File: src/sv/die_pkg.sv
`timescale 1ns / 1ps
package die_pkg;

    typedef struct packed {
        logic [31:0] instruction;
        logic [31:0] pc;
        logic        thumb_mode;
        logic [31:0] rn_value;
        logic [31:0] rm_value;
        logic [31:0] lo_value;
        logic [31:0] hi_value;
    } t_in_item;

    typedef struct packed {
        logic [3:0]  error_code;
        logic [31:0] next_pc;
        logic        write_lo;
        logic [3:0]  lo_index;
        logic [31:0] lo_data;
        logic        write_hi;
        logic [3:0]  hi_index;
        logic [31:0] hi_data;
        logic        q_set;
    } t_out_item;

    typedef enum logic [3:0] {
        ERR_OK       = 4'd0,
        ERR_NO_ROM   = 4'd1,
        ERR_PC_RANGE = 4'd2,
        ERR_ZERO     = 4'd3,
        ERR_THUMB    = 4'd4,
        ERR_DISABLED = 4'd5,
        ERR_NOT_DSP  = 4'd6,
        ERR_BAD_REG  = 4'd7,
        ERR_BAD_OP   = 4'd8,
        ERR_BAD_GRP  = 4'd9
    } t_err;

    typedef enum logic [2:0] {
        K_ERROR, K_SMULL, K_SMLAL, K_UMAAL, K_SAT, K_PACK
    } t_kind;

    // classified item handed from front to back
    typedef struct packed {
        t_kind       kind;
        t_err        err;
        logic [31:0] npc;
        logic [3:0]  opc;
        logic [1:0]  rot;
        logic [3:0]  a_d;
        logic [3:0]  a_h;
        logic [31:0] rn;
        logic [31:0] rm;
        logic [31:0] lo;
        logic [31:0] hi;
    } t_op;

    localparam logic [7:0]  DSP_TAG    = 8'hFA;
    localparam logic [3:0]  OP_SMULL   = 4'b0000;
    localparam logic [3:0]  OP_SMLAL   = 4'b0100;
    localparam logic [3:0]  OP_UMAAL   = 4'b0110;
    localparam logic [3:0]  REG_PC     = 4'hF;
    localparam logic [1:0]  ADDR_EN    = 2'd0;
    localparam logic [1:0]  ADDR_ROM   = 2'd1;

endpackage

File: src/sv/die_front.sv
`timescale 1ns / 1ps
module die_front (
    input  logic              i_dsp_enable,
    input  logic [31:0]       i_rom_size,
    input  die_pkg::t_in_item i_item,
    output die_pkg::t_op      o_op
);
    logic [31:0] w;
    logic [2:0]  grp;
    logic [3:0]  opc, a_n, a_d, a_h, a_m;
    logic [31:0] npc, pc3;
    logic        bad_mul, bad_3;

    assign w   = i_item.instruction;
    assign grp = w[22:20];
    assign opc = w[7:4];
    assign a_n = w[19:16];
    assign a_d = w[15:12];
    assign a_h = w[11:8];
    assign a_m = w[3:0];
    assign npc = i_item.pc + 32'd4;
    assign pc3 = i_item.pc + 32'd3;
    assign bad_3 = (a_d == die_pkg::REG_PC) || (a_n == die_pkg::REG_PC)
        || (a_m == die_pkg::REG_PC);
    assign bad_mul = bad_3 || (a_h == die_pkg::REG_PC) || (a_d == a_h);

    always_comb begin
        o_op.kind = die_pkg::K_ERROR;
        o_op.err  = die_pkg::ERR_OK;
        o_op.npc  = npc;
        o_op.opc  = opc;
        o_op.rot  = w[7:6];
        o_op.a_d  = a_d;
        o_op.a_h  = a_h;
        o_op.rn   = i_item.rn_value;
        o_op.rm   = i_item.rm_value;
        o_op.lo   = i_item.lo_value;
        o_op.hi   = i_item.hi_value;
        if (i_rom_size == 32'd0) begin
            o_op.err = die_pkg::ERR_NO_ROM;
            o_op.npc = i_item.pc;
        end else if (pc3 >= i_rom_size) begin
            o_op.err = die_pkg::ERR_PC_RANGE;
            o_op.npc = i_item.pc;
        end else if (w == 32'd0) begin
            o_op.err = die_pkg::ERR_ZERO;
        end else if (!i_item.thumb_mode) begin
            o_op.err = die_pkg::ERR_THUMB;
            o_op.npc = i_item.pc;
        end else if (!i_dsp_enable) begin
            o_op.err = die_pkg::ERR_DISABLED;
            o_op.npc = i_item.pc;
        end else if (w[31:24] != die_pkg::DSP_TAG) begin
            o_op.err = die_pkg::ERR_NOT_DSP;
        end else begin
            case (grp)
                3'd0: begin
                    if (bad_mul) o_op.err = die_pkg::ERR_BAD_REG;
                    else if (opc == die_pkg::OP_SMULL) o_op.kind = die_pkg::K_SMULL;
                    else if (opc == die_pkg::OP_SMLAL) o_op.kind = die_pkg::K_SMLAL;
                    else if (opc == die_pkg::OP_UMAAL) o_op.kind = die_pkg::K_UMAAL;
                    else o_op.err = die_pkg::ERR_BAD_OP;
                end
                3'd1: begin
                    if (bad_3) o_op.err = die_pkg::ERR_BAD_REG;
                    else if (opc > 4'd3) o_op.err = die_pkg::ERR_BAD_OP;
                    else o_op.kind = die_pkg::K_SAT;
                end
                3'd2: begin
                    if (bad_3) o_op.err = die_pkg::ERR_BAD_REG;
                    else if (opc == 4'd0 || opc == 4'd1 || (opc >= 4'd4 && opc <= 4'd7))
                        o_op.kind = die_pkg::K_PACK;
                    else o_op.err = die_pkg::ERR_BAD_OP;
                end
                default: o_op.err = die_pkg::ERR_BAD_GRP;
            endcase
        end
    end
endmodule

File: src/sv/die_queue.sv
`timescale 1ns / 1ps
module die_queue #(
    parameter int WIDTH = 8,
    parameter int DEPTH = 2
) (
    input  logic             i_clk,
    input  logic             i_rst_n,
    input  logic             i_push,
    input  logic [WIDTH-1:0] i_data,
    output logic             o_full,
    input  logic             i_pop,
    output logic             o_empty,
    output logic [WIDTH-1:0] o_data
);
    localparam int AW = (DEPTH > 1) ? $clog2(DEPTH) : 1;
    logic [WIDTH-1:0] r_mem [DEPTH];
    logic [AW-1:0]    r_wp, r_rp;
    logic [AW:0]      r_cnt;
    logic             do_push, do_pop;

    assign o_full  = (r_cnt == (AW+1)'(DEPTH));
    assign o_empty = (r_cnt == '0);
    assign o_data  = r_mem[r_rp];
    assign do_push = i_push && !o_full;
    assign do_pop  = i_pop && !o_empty;

    always_ff @(posedge i_clk) begin
        if (do_push) r_mem[r_wp] <= i_data;
    end

    always_ff @(posedge i_clk) begin
        if (!i_rst_n) begin
            r_wp <= '0; r_rp <= '0; r_cnt <= '0;
        end else begin
            if (do_push) r_wp <= (r_wp == AW'(DEPTH-1)) ? '0 : r_wp + 1'b1;
            if (do_pop)  r_rp <= (r_rp == AW'(DEPTH-1)) ? '0 : r_rp + 1'b1;
            r_cnt <= r_cnt + (AW+1)'(do_push) - (AW+1)'(do_pop);
        end
    end
endmodule

File: src/sv/die_back.sv
`timescale 1ns / 1ps
module die_back (
    input  die_pkg::t_op      i_op,
    output die_pkg::t_out_item o_res
);
    logic signed [32:0] sa, sb;
    logic signed [65:0] prod;
    logic [63:0] r64;
    logic signed [33:0] b, s;
    logic signed [33:0] bs;
    logic [31:0] res, v, shl;
    logic q;
    logic [4:0] sh;

    localparam logic signed [33:0] SMAX = 34'sh07FFFFFFF;
    localparam logic signed [33:0] SMIN = -34'sh080000000;

    always_comb begin
        // one 33x33 multiplier covers signed and unsigned forms
        if (i_op.kind == die_pkg::K_UMAAL) begin
            sa = {1'b0, i_op.rn}; sb = {1'b0, i_op.rm};
        end else begin
            sa = {i_op.rn[31], i_op.rn}; sb = {i_op.rm[31], i_op.rm};
        end
        prod = sa * sb;
        case (i_op.kind)
            die_pkg::K_SMLAL: r64 = {i_op.hi, i_op.lo} + prod[63:0];
            die_pkg::K_UMAAL: r64 = prod[63:0] + {32'd0, i_op.hi} + {32'd0, i_op.lo};
            default:          r64 = prod[63:0];
        endcase

        q = 1'b0;
        b = {{2{i_op.rm[31]}}, i_op.rm};
        if (i_op.opc[1]) begin
            bs = b <<< 1;
            if (bs > SMAX) begin bs = SMAX; q = 1'b1; end
            else if (bs < SMIN) begin bs = SMIN; q = 1'b1; end
        end else begin
            bs = b;
        end
        s = i_op.opc[0] ? ({{2{i_op.rn[31]}}, i_op.rn} - bs)
                        : ({{2{i_op.rn[31]}}, i_op.rn} + bs);
        if (s > SMAX) begin s = SMAX; q = 1'b1; end
        else if (s < SMIN) begin s = SMIN; q = 1'b1; end

        sh  = {i_op.rot, 3'b000};
        v   = i_op.rm >> sh;
        shl = i_op.rm << sh;
        case (i_op.opc)
            4'd0:    res = {shl[31:16], i_op.rn[15:0]};
            4'd1:    res = {i_op.rn[31:16], v[15:0]};
            4'd4:    res = {{24{v[7]}}, v[7:0]};
            4'd5:    res = {24'd0, v[7:0]};
            4'd6:    res = {{16{v[15]}}, v[15:0]};
            default: res = {16'd0, v[15:0]};
        endcase

        o_res = '0;
        o_res.error_code = i_op.err;
        o_res.next_pc    = i_op.npc;
        case (i_op.kind)
            die_pkg::K_SMULL, die_pkg::K_SMLAL, die_pkg::K_UMAAL: begin
                o_res.write_lo = 1'b1; o_res.lo_index = i_op.a_d;
                o_res.lo_data  = r64[31:0];
                o_res.write_hi = 1'b1; o_res.hi_index = i_op.a_h;
                o_res.hi_data  = r64[63:32];
            end
            die_pkg::K_SAT: begin
                o_res.write_lo = 1'b1; o_res.lo_index = i_op.a_d;
                o_res.lo_data  = s[31:0]; o_res.q_set = q;
            end
            die_pkg::K_PACK: begin
                o_res.write_lo = 1'b1; o_res.lo_index = i_op.a_d;
                o_res.lo_data  = res;
            end
            default: ;
        endcase
    end
endmodule

File: src/sv/dsp_instruction_execute.sv
`timescale 1ns / 1ps
// DSP execute unit: one instruction item enters per clock while full is low. Its
// result is registered in the input queue and then in the result queue before it
// is on the output ports to be popped. The front classifies the word and
// runs the error checks combinationally into a two-entry queue; the back
// executes from the queue head (one 33x33 multiply) into a two-entry result
// queue, so the throughput is one item per clock as long as pop keeps up.
module dsp_instruction_execute (
    input  logic                  i_clk,
    input  logic                  i_rst_n,
    input  logic                  push,
    output logic                  full,
    input  die_pkg::t_in_item     i_in,
    output logic                  empty,
    input  logic                  pop,
    output die_pkg::t_out_item    o_out,
    input  logic                  psel,
    input  logic                  penable,
    input  logic                  pwrite,
    input  logic [2:0]            paddr,
    input  logic [31:0]           pwdata,
    output logic [31:0]           prdata,
    output logic                  pready
);
    logic        r_dsp_enable;
    logic [31:0] r_rom_size;
    die_pkg::t_op       op_f, op_b;
    die_pkg::t_out_item res_b;
    logic opq_empty, resq_full;

    assign pready = 1'b1;

    always_ff @(posedge i_clk) begin
        if (!i_rst_n) begin
            r_dsp_enable <= 1'b0;
            r_rom_size   <= '0;
        end else if (psel && penable && pwrite) begin
            if (paddr[2] == 1'b0 && paddr[1:0] == 2'b00) begin
                if (paddr[2:2] == die_pkg::ADDR_EN[0:0]) r_dsp_enable <= pwdata[0];
            end
            if (paddr[2] == 1'b1 && paddr[1:0] == 2'b00) begin
                if (paddr[2:2] == die_pkg::ADDR_ROM[0:0]) r_rom_size <= pwdata;
            end
        end
    end

    always_comb begin
        case (paddr)
            {die_pkg::ADDR_EN[0:0], 2'b00}:  prdata = {31'd0, r_dsp_enable};
            {die_pkg::ADDR_ROM[0:0], 2'b00}: prdata = r_rom_size;
            default:                         prdata = '0;
        endcase
    end

    die_front u_front (
        .i_dsp_enable(r_dsp_enable), .i_rom_size(r_rom_size),
        .i_item(i_in), .o_op(op_f)
    );

    die_queue #(.WIDTH($bits(die_pkg::t_op)), .DEPTH(2)) u_opq (
        .i_clk(i_clk), .i_rst_n(i_rst_n),
        .i_push(push), .i_data(op_f), .o_full(full),
        .i_pop(!resq_full), .o_empty(opq_empty), .o_data(op_b)
    );

    die_back u_back (.i_op(op_b), .o_res(res_b));

    die_queue #(.WIDTH($bits(die_pkg::t_out_item)), .DEPTH(2)) u_resq (
        .i_clk(i_clk), .i_rst_n(i_rst_n),
        .i_push(!opq_empty), .i_data(res_b), .o_full(resq_full),
        .i_pop(pop), .o_empty(empty), .o_data(o_out)
    );
endmodule

File: config.mk
export PLATFORM = sky130hd
export DESIGN_NAME = dsp_instruction_execute
export DESIGN_NICKNAME = d
export VERILOG_FILES = /design/src/sv/die_pkg.sv /design/src/sv/die_front.sv /design/src/sv/die_queue.sv /design/src/sv/die_back.sv /design/src/sv/dsp_instruction_execute.sv
export SDC_FILE = /design/constraint.sdc
export NUM_CORES = 2
export LEC_CHECK = 0
export ABC_AREA = 0
export CAP_MARGIN = 20
export CORE_AREA = 2 2 338 340
export DETAILED_ROUTE_END_ITERATION = 10
export DIE_AREA = 0 0 340 342
export DONT_BUFFER_PORTS = 1
export PLACE_DENSITY = 0.85
export SLEW_MARGIN = 20
export SYNTH_ARGS = -nofsm -noshare
export SYNTH_HDL_FRONTEND = slang
export SYNTH_SLANG_ARGS = --single-unit
File: constraint.sdc
create_clock -name i_clk -period 16.2 [get_ports i_clk]
set_input_delay 4.05 -clock i_clk [delete_from_list [all_inputs] [get_ports i_clk]]
set_output_delay 4.05 -clock i_clk [all_outputs]
set_load 0.1 [all_outputs]
### Yosys cells after proc, flatten, opt, wreduce, memory -nomap -nowiden

Memory sizes are Yosys's and may differ from the RTL's. A register that Yosys moved wholly into a read port is not among the register bits.
Index checks and enable logic that the tools add are counted.

| word-level totals | value |
|---|---|
| register bits after elaboration | 41 |
| RAM bits | 584 |
| output and inout port bits | 146 |
| word-level logic and storage cells | 153 |
| memories kept | 2 |

| cells by class | value |
|---|---|
| add/subtract/negate cells | 15 |
| multipliers | 1 |
| $lt $le $gt $ge | 8 |
| eq/ne operators | 23 |
| shift operators | 2 |
| mux-type cells | 63 |
| bitwise gates (word level) | 1 |
| reduce and logical (&&, ||, !) cells | 30 |

Memory list:

| memory | words | width | read ports | clocked after memory_dff | write ports | line | RTL |
|---|---|---|---|---|---|---|---|
| u_opq.r_mem | 2 | 181 | 1 | 1 | 1 | die_queue.sv:16 | `logic [WIDTH-1:0] r_mem [DEPTH];` |
| u_resq.r_mem | 2 | 111 | 1 | 1 | 1 | die_queue.sv:16 |  |

Operators by type and width:

| operator | number |
|---|---|
| 32-bit one-hot mux with 5 select lines | 1 |
| 34-bit 2-to-1 mux | 4 |
| 64-bit by 32-bit adder with 64-bit output | 2 |
| 32-bit 2-to-1 mux | 4 |
| 64-bit one-hot mux with 2 select lines | 1 |
| 37-bit one-hot mux with 3 select lines | 1 |
| 36-bit 2-to-1 mux | 3 |
| 33-bit 2-to-1 mux | 2 |
| 64-bit adder | 1 |
| 32-bit zero test | 2 |
| 33-bit by 33-bit multiplier with 64-bit output | 1 |
| 32-bit one-hot mux with 2 select lines | 1 |
| 4-bit 2-to-1 mux | 11 |
| 3-bit 2-to-1 mux | 13 |
| 37-bit 2-to-1 mux | 1 |
| 34-bit adder | 1 |
| 34-bit by 32-bit > comparator with 1-bit output, second input constant | 1 |
| 34-bit by 32-bit < comparator with 1-bit output, second input constant | 1 |
| 34-bit subtractor | 1 |
| 33-bit by 32-bit > comparator with 1-bit output, second input constant | 1 |
| 33-bit by 32-bit < comparator with 1-bit output, second input constant | 1 |
| 32-bit by 2-bit adder with 32-bit output, second input constant | 1 |
| 32-bit by 3-bit adder with 32-bit output, second input constant | 1 |
| 32-bit greater-or-equal comparator | 1 |
| 30 further kinds | 86 |

### Longest topological paths before layout

| logic depth | value |
|---|---|
| depth after elaboration | 13 |
| mapped depth | 53 |
| mapped depth without buffers | 43 |

### Modules after synthesis

A second synthesis with hierarchy kept.

| second synthesis, totals | value |
|---|---|
| cells, all modules | 7871 |
| area total of the unflattened synthesis | 78761.8 sq um |

By module, submodules not included:

| module | instances | cells each | area each (sq um) | sequential area each (sq um) |
|---|---|---|---|---|
| die_back | 1 | 6201 | 51345.5 | 0.0 |
| die_queue (u_opq) | 1 | 590 | 13649.3 | 10970.5 |
| die_queue (u_resq) | 1 | 372 | 8607.0 | 6766.5 |
| die_front | 1 | 522 | 3558.4 | 0.0 |
| dsp_instruction_execute | 1 | 186 | 1601.5 | 660.6 |

### Least setup slack after synthesis

Ideal clock, no wire load.

| path | value |
|---|---|
| path type | reg-to-reg |
| start | register (tool-made name) |
| end | memory u_resq.r_mem[0][28] (netlist name) (data pin) |
| arrival | 12.332 ns |
| required time | 15.928 ns |
| setup slack | 3.596 ns |
| stages on the path, launching flop included | 47 |
| buffers on the path | 10 |
| cell sequence | dfxtp_1 -> buf_2 -> buf_2 -> buf_2 -> buf_2 -> buf_2 -> buf_1 -> buf_2 -> mux2i_1 -> clkinv_1 -> clkbuf_1 -> nand2_1 -> fa_1 -> fa_1 -> inv_1 -> fa_1 -> fa_1 -> fa_1 -> (+11 left out) -> xor2_1 -> fa_1 -> inv_1 -> ha_1 -> clkbuf_1 -> nand2_1 -> o21ai_0 -> a31oi_1 -> nand2b_1 -> a21oi_1 -> nor2_1 -> o31a_1 -> or4_1 -> nor4_2 -> and3_1 -> and4_1 -> mux2i_1 -> a211oi_2 |

RTL lines:

| what | line |
|---|---|
| end: declaration | die_queue.sv:16 |

==> flow_summary_export.csv <==
group,metric,value,unit
min_path,hold-path-cell-count,2,
global_route,grtUsageMet3,0.164,
route,drt-initial-drc-count,6853,
worst_setup_path,end_kind,"register",
global_route,antenna_found_initial,17,
global_route,grt.total_usage,0.440,
die,ioPinCount,381,
final_layout,layout_common_cells,"1320 x inv_1, 1160 x fa_1, 1058 x nand2_1",
global_route,grt_overflow_total,0,
worst_setup_path,r2r_slack,1.83,ns
clock_tree,postCtsSetupRepairBufs,0,
die,fp.dieArea,116000,sq um
worst_setup_path,crit_slowest_cell,"clkinv_1",
worst_setup_path,cp_max_fo,96,
route,drcViolationCount,0,
global_route,grt_max_degree,97,
global_route,use_met1,0.519,
logic_synthesis,netlist.area_leader.share,0.309,
timing,maxSlewViolCount,0,
logic_synthesis,synth.distinct_cells,94,
timing,hold_viol,0,
outcome,status,"finished clean",
logic_synthesis,syn_area,75100,sq um
job,cap_violations,0,
worst_setup_path,critPathMaxStageDelay,0.99,ns
logic_synthesis,ys.flop_type,"edfxtp_1",
timing,timing.fmax,69.6,MHz
logic_synthesis,synth_enable_flop_cells,580,
clock_tree,numCtsBuffers,61,
worst_setup_path,reg2reg_to,"u_resq.r_mem[0][29]",
worst_setup_path,worstRegToRegCells,43,
die,fp-row-count,124,
die,fp.dieH,342,um
final_layout,area_growth,5.15,%
logic_synthesis,avgSynthCellArea,9.75,sq um
route,wirelength,253000,um
clock_tree,clockBufferDepth,3,
clock_tree,holdBufCountCts,0,
die,core_area,113000,sq um
timing,finalSetupTns,0,ns
clock_tree,insertion_delay,0.71,ns
place,dp.final_hpwl,197000,um
final_layout,drive_gt1_frac,0.0651,
clock_tree,cts.sinks,623,
global_route,top_usage_layer,"met2",
route,num_vias,59338,
final_layout,multi_input_area,50700,sq um
die,start_util,0.664,
final_layout,layout_commonest_cell,"inv_1",
route,wl_per_cell,27.8,um
final_layout,final_nets,9303,
place,portBuffers,0,
place,place_congestion,1.08,
logic_synthesis,synth-seq-cells,623,
worst_setup_path,cp-start-kind,"register",
route,firstDrtPassIters,7,
clock_tree,cts_tree,"yes",
logic_synthesis,syn_inst,7699,
logic_synthesis,yosysTopAreaCell,"fa_1",
min_path,min_to,"r_rom_size[21]",
worst_setup_path,required,16.70,ns
worst_setup_path,cp_data_arrival_time,14.87,ns
timing,rsz0062_at_grt,"false",
global_route,met2_usage,0.680,
timing,finalCriticalPeriod,14.37,ns
logic_synthesis,ys_warn_count,0,
timing,fin_crit_sh,0.887,
worst_setup_path,setup.worst_path.class,"reg -> reg",
clock_tree,htreeDepth,2,
final_layout,regArea,18300,sq um
logic_synthesis,synth_area_leaders,"fa_1 31%, edfxtp_1 23%, inv_1 6.6%",
route,detail-route-antenna-nets,0,
global_route,grt_pass1_vias,61815,
logic_synthesis,async_flop_share,0,
final_layout,num-fill-cells,8002,
timing,slew_headroom,0.140,
clock_tree,cts_root_buffer,"clkbuf_16",
worst_setup_path,crit_top_cell,"fa_1",
route,viasPerCell,6.51,
timing,worst_pin_slew,1.29,ns
clock_tree,cts_resized,0,
min_path,hold_start,"r_rom_size[21]",
timing,fin_skew,0.0281,ns
clock_tree,cts.reportedPaths.clkPinSlew,0.07,ns
global_route,grt_pass1_wl,379000,um
logic_synthesis,yosysSeqAreaShare,0.243,
logic_synthesis,syn-num-nets,9477,
die,die_w,340,um
min_path,hold_path.class,"reg -> reg",
timing,setup_violations,0,
-- cells by family (layout without fill, tap and decap cells) --
family                     count (synthesis)  count (layout)  share of synthesized area
and+or+nand+nor                         2152            2152                      0.123
buffers and inverters                   1699            1577                     0.0855
adders and majority gates               1543            1543                      0.373
AOI/OAI and AO/OA                       1055            1055                     0.0928
DFF                                      623             623                      0.243
muxes                                    343             343                     0.0489
xor gates and xnor gates                 283             283                     0.0330
other                                      1              23                  0.0000499
-- sequential cells by signal (all words and copies together) (netlist names), named ones only --
| register | cells |
|---|---|
| r_dsp_enable | 1 |
| u_opq.r_cnt | 2 |
| u_opq.r_mem | 358 |
| u_resq.r_rp | 1 |
| r_rom_size | 32 |
| u_resq.r_cnt | 2 |
| u_opq.r_wp | 1 |
| u_opq.r_rp | 1 |
| u_resq.r_mem | 222 |
| u_resq.r_wp | 1 |
-- metal layers --
| metal | vias to the layer above | routed length [um] |
|---|---|---|
| li1 | 24575 | - |
| met1 | 29026 | 83800 |
| met5 | - | 85 |
| met3 | 1293 | 35800 |
| met4 | 14 | 21500 |
| met2 | 4430 | 112000 |
-- how the worst max path moves through the flow --
stage	start	to	slack, ns
after floorplan	register	u_resq.r_mem[0][28]	3.60
after global placement	register	u_resq.r_mem[0][26]	2.29
after detailed placement	register	u_resq.r_mem[0][26]	2.32
after CTS	register	u_resq.r_mem[1][26]	2.27
after global routing	register	u_resq.r_mem[0][29]	1.33
final	register	u_resq.r_mem[0][29]	1.83
-- critical path: cells and delay by family (launching register included) --
family / cells / cell delay (ns)
mux: 1 / 0.26
flops: 1 / 0.83
buf+inv: 11 / 2.58
simple gates: 11 / 2.77
fa+ha+maj: 11 / 5.62
compound gates: 7 / 1.24
xor+xnor: 2 / 0.68
-- through the flow --
stage	cell area [sq um]	std cells	utilization	worst slack [ns]	hold WS, ns
floorplan	75100	7699	-	3.60	0.465
global placement	76800	8971	0.679	2.29	0.488
detailed placement	76800	8972	0.679	2.32	0.497
CTS	78900	9087	0.697	2.27	0.507
global route	78900	9089	0.698	1.33	0.526
finish	79000	9111	0.698	1.83	0.508
-- cell usage after synthesis, types with 23 or more instances --
| cell | number |
|---|---|
| a211oi_1 | 42 |
| a21boi_0 | 43 |
| a21o_1 | 120 |
| a21oi_1 | 278 |
| a31oi_1 | 31 |
| and2_1 | 56 |
| and3_1 | 29 |
| buf_1 | 23 |
| buf_2 | 27 |
| clkbuf_1 | 302 |
| dfxtp_1 | 43 |
| edfxtp_1 | 580 |
| fa_1 | 1160 |
| ha_1 | 383 |
| inv_1 | 1321 |
| mux2_2 | 189 |
| mux2i_1 | 153 |
| nand2_1 | 1058 |
| nand2b_1 | 43 |
| nand3_1 | 79 |
| nand4_1 | 63 |
| nor2_1 | 596 |
| nor2b_1 | 36 |
| nor3_1 | 78 |
| nor4_1 | 32 |
| o211ai_1 | 61 |
| o21a_1 | 36 |
| o21ai_0 | 185 |
| o21bai_1 | 35 |
| o22ai_1 | 43 |
| o31ai_1 | 27 |
| xnor2_1 | 157 |
| xor2_1 | 126 |
-- layout make-up --
type / instances / share of cell area
tap: 1512 / 0.0240
clock inverter: 31 / 0.00526
multi-input combinational: 5377 / 0.642
clock buffer: 84 / 0.0204
sequential: 623 / 0.232
timing repair buffer: 117 / 0.0121
inverter: 1345 / 0.0639
antenna: 22 / 0.000697
Power is left out: the tool's default activity adds up to more than one toggle a clock period on the data nets, which glitch-free logic cannot reach.
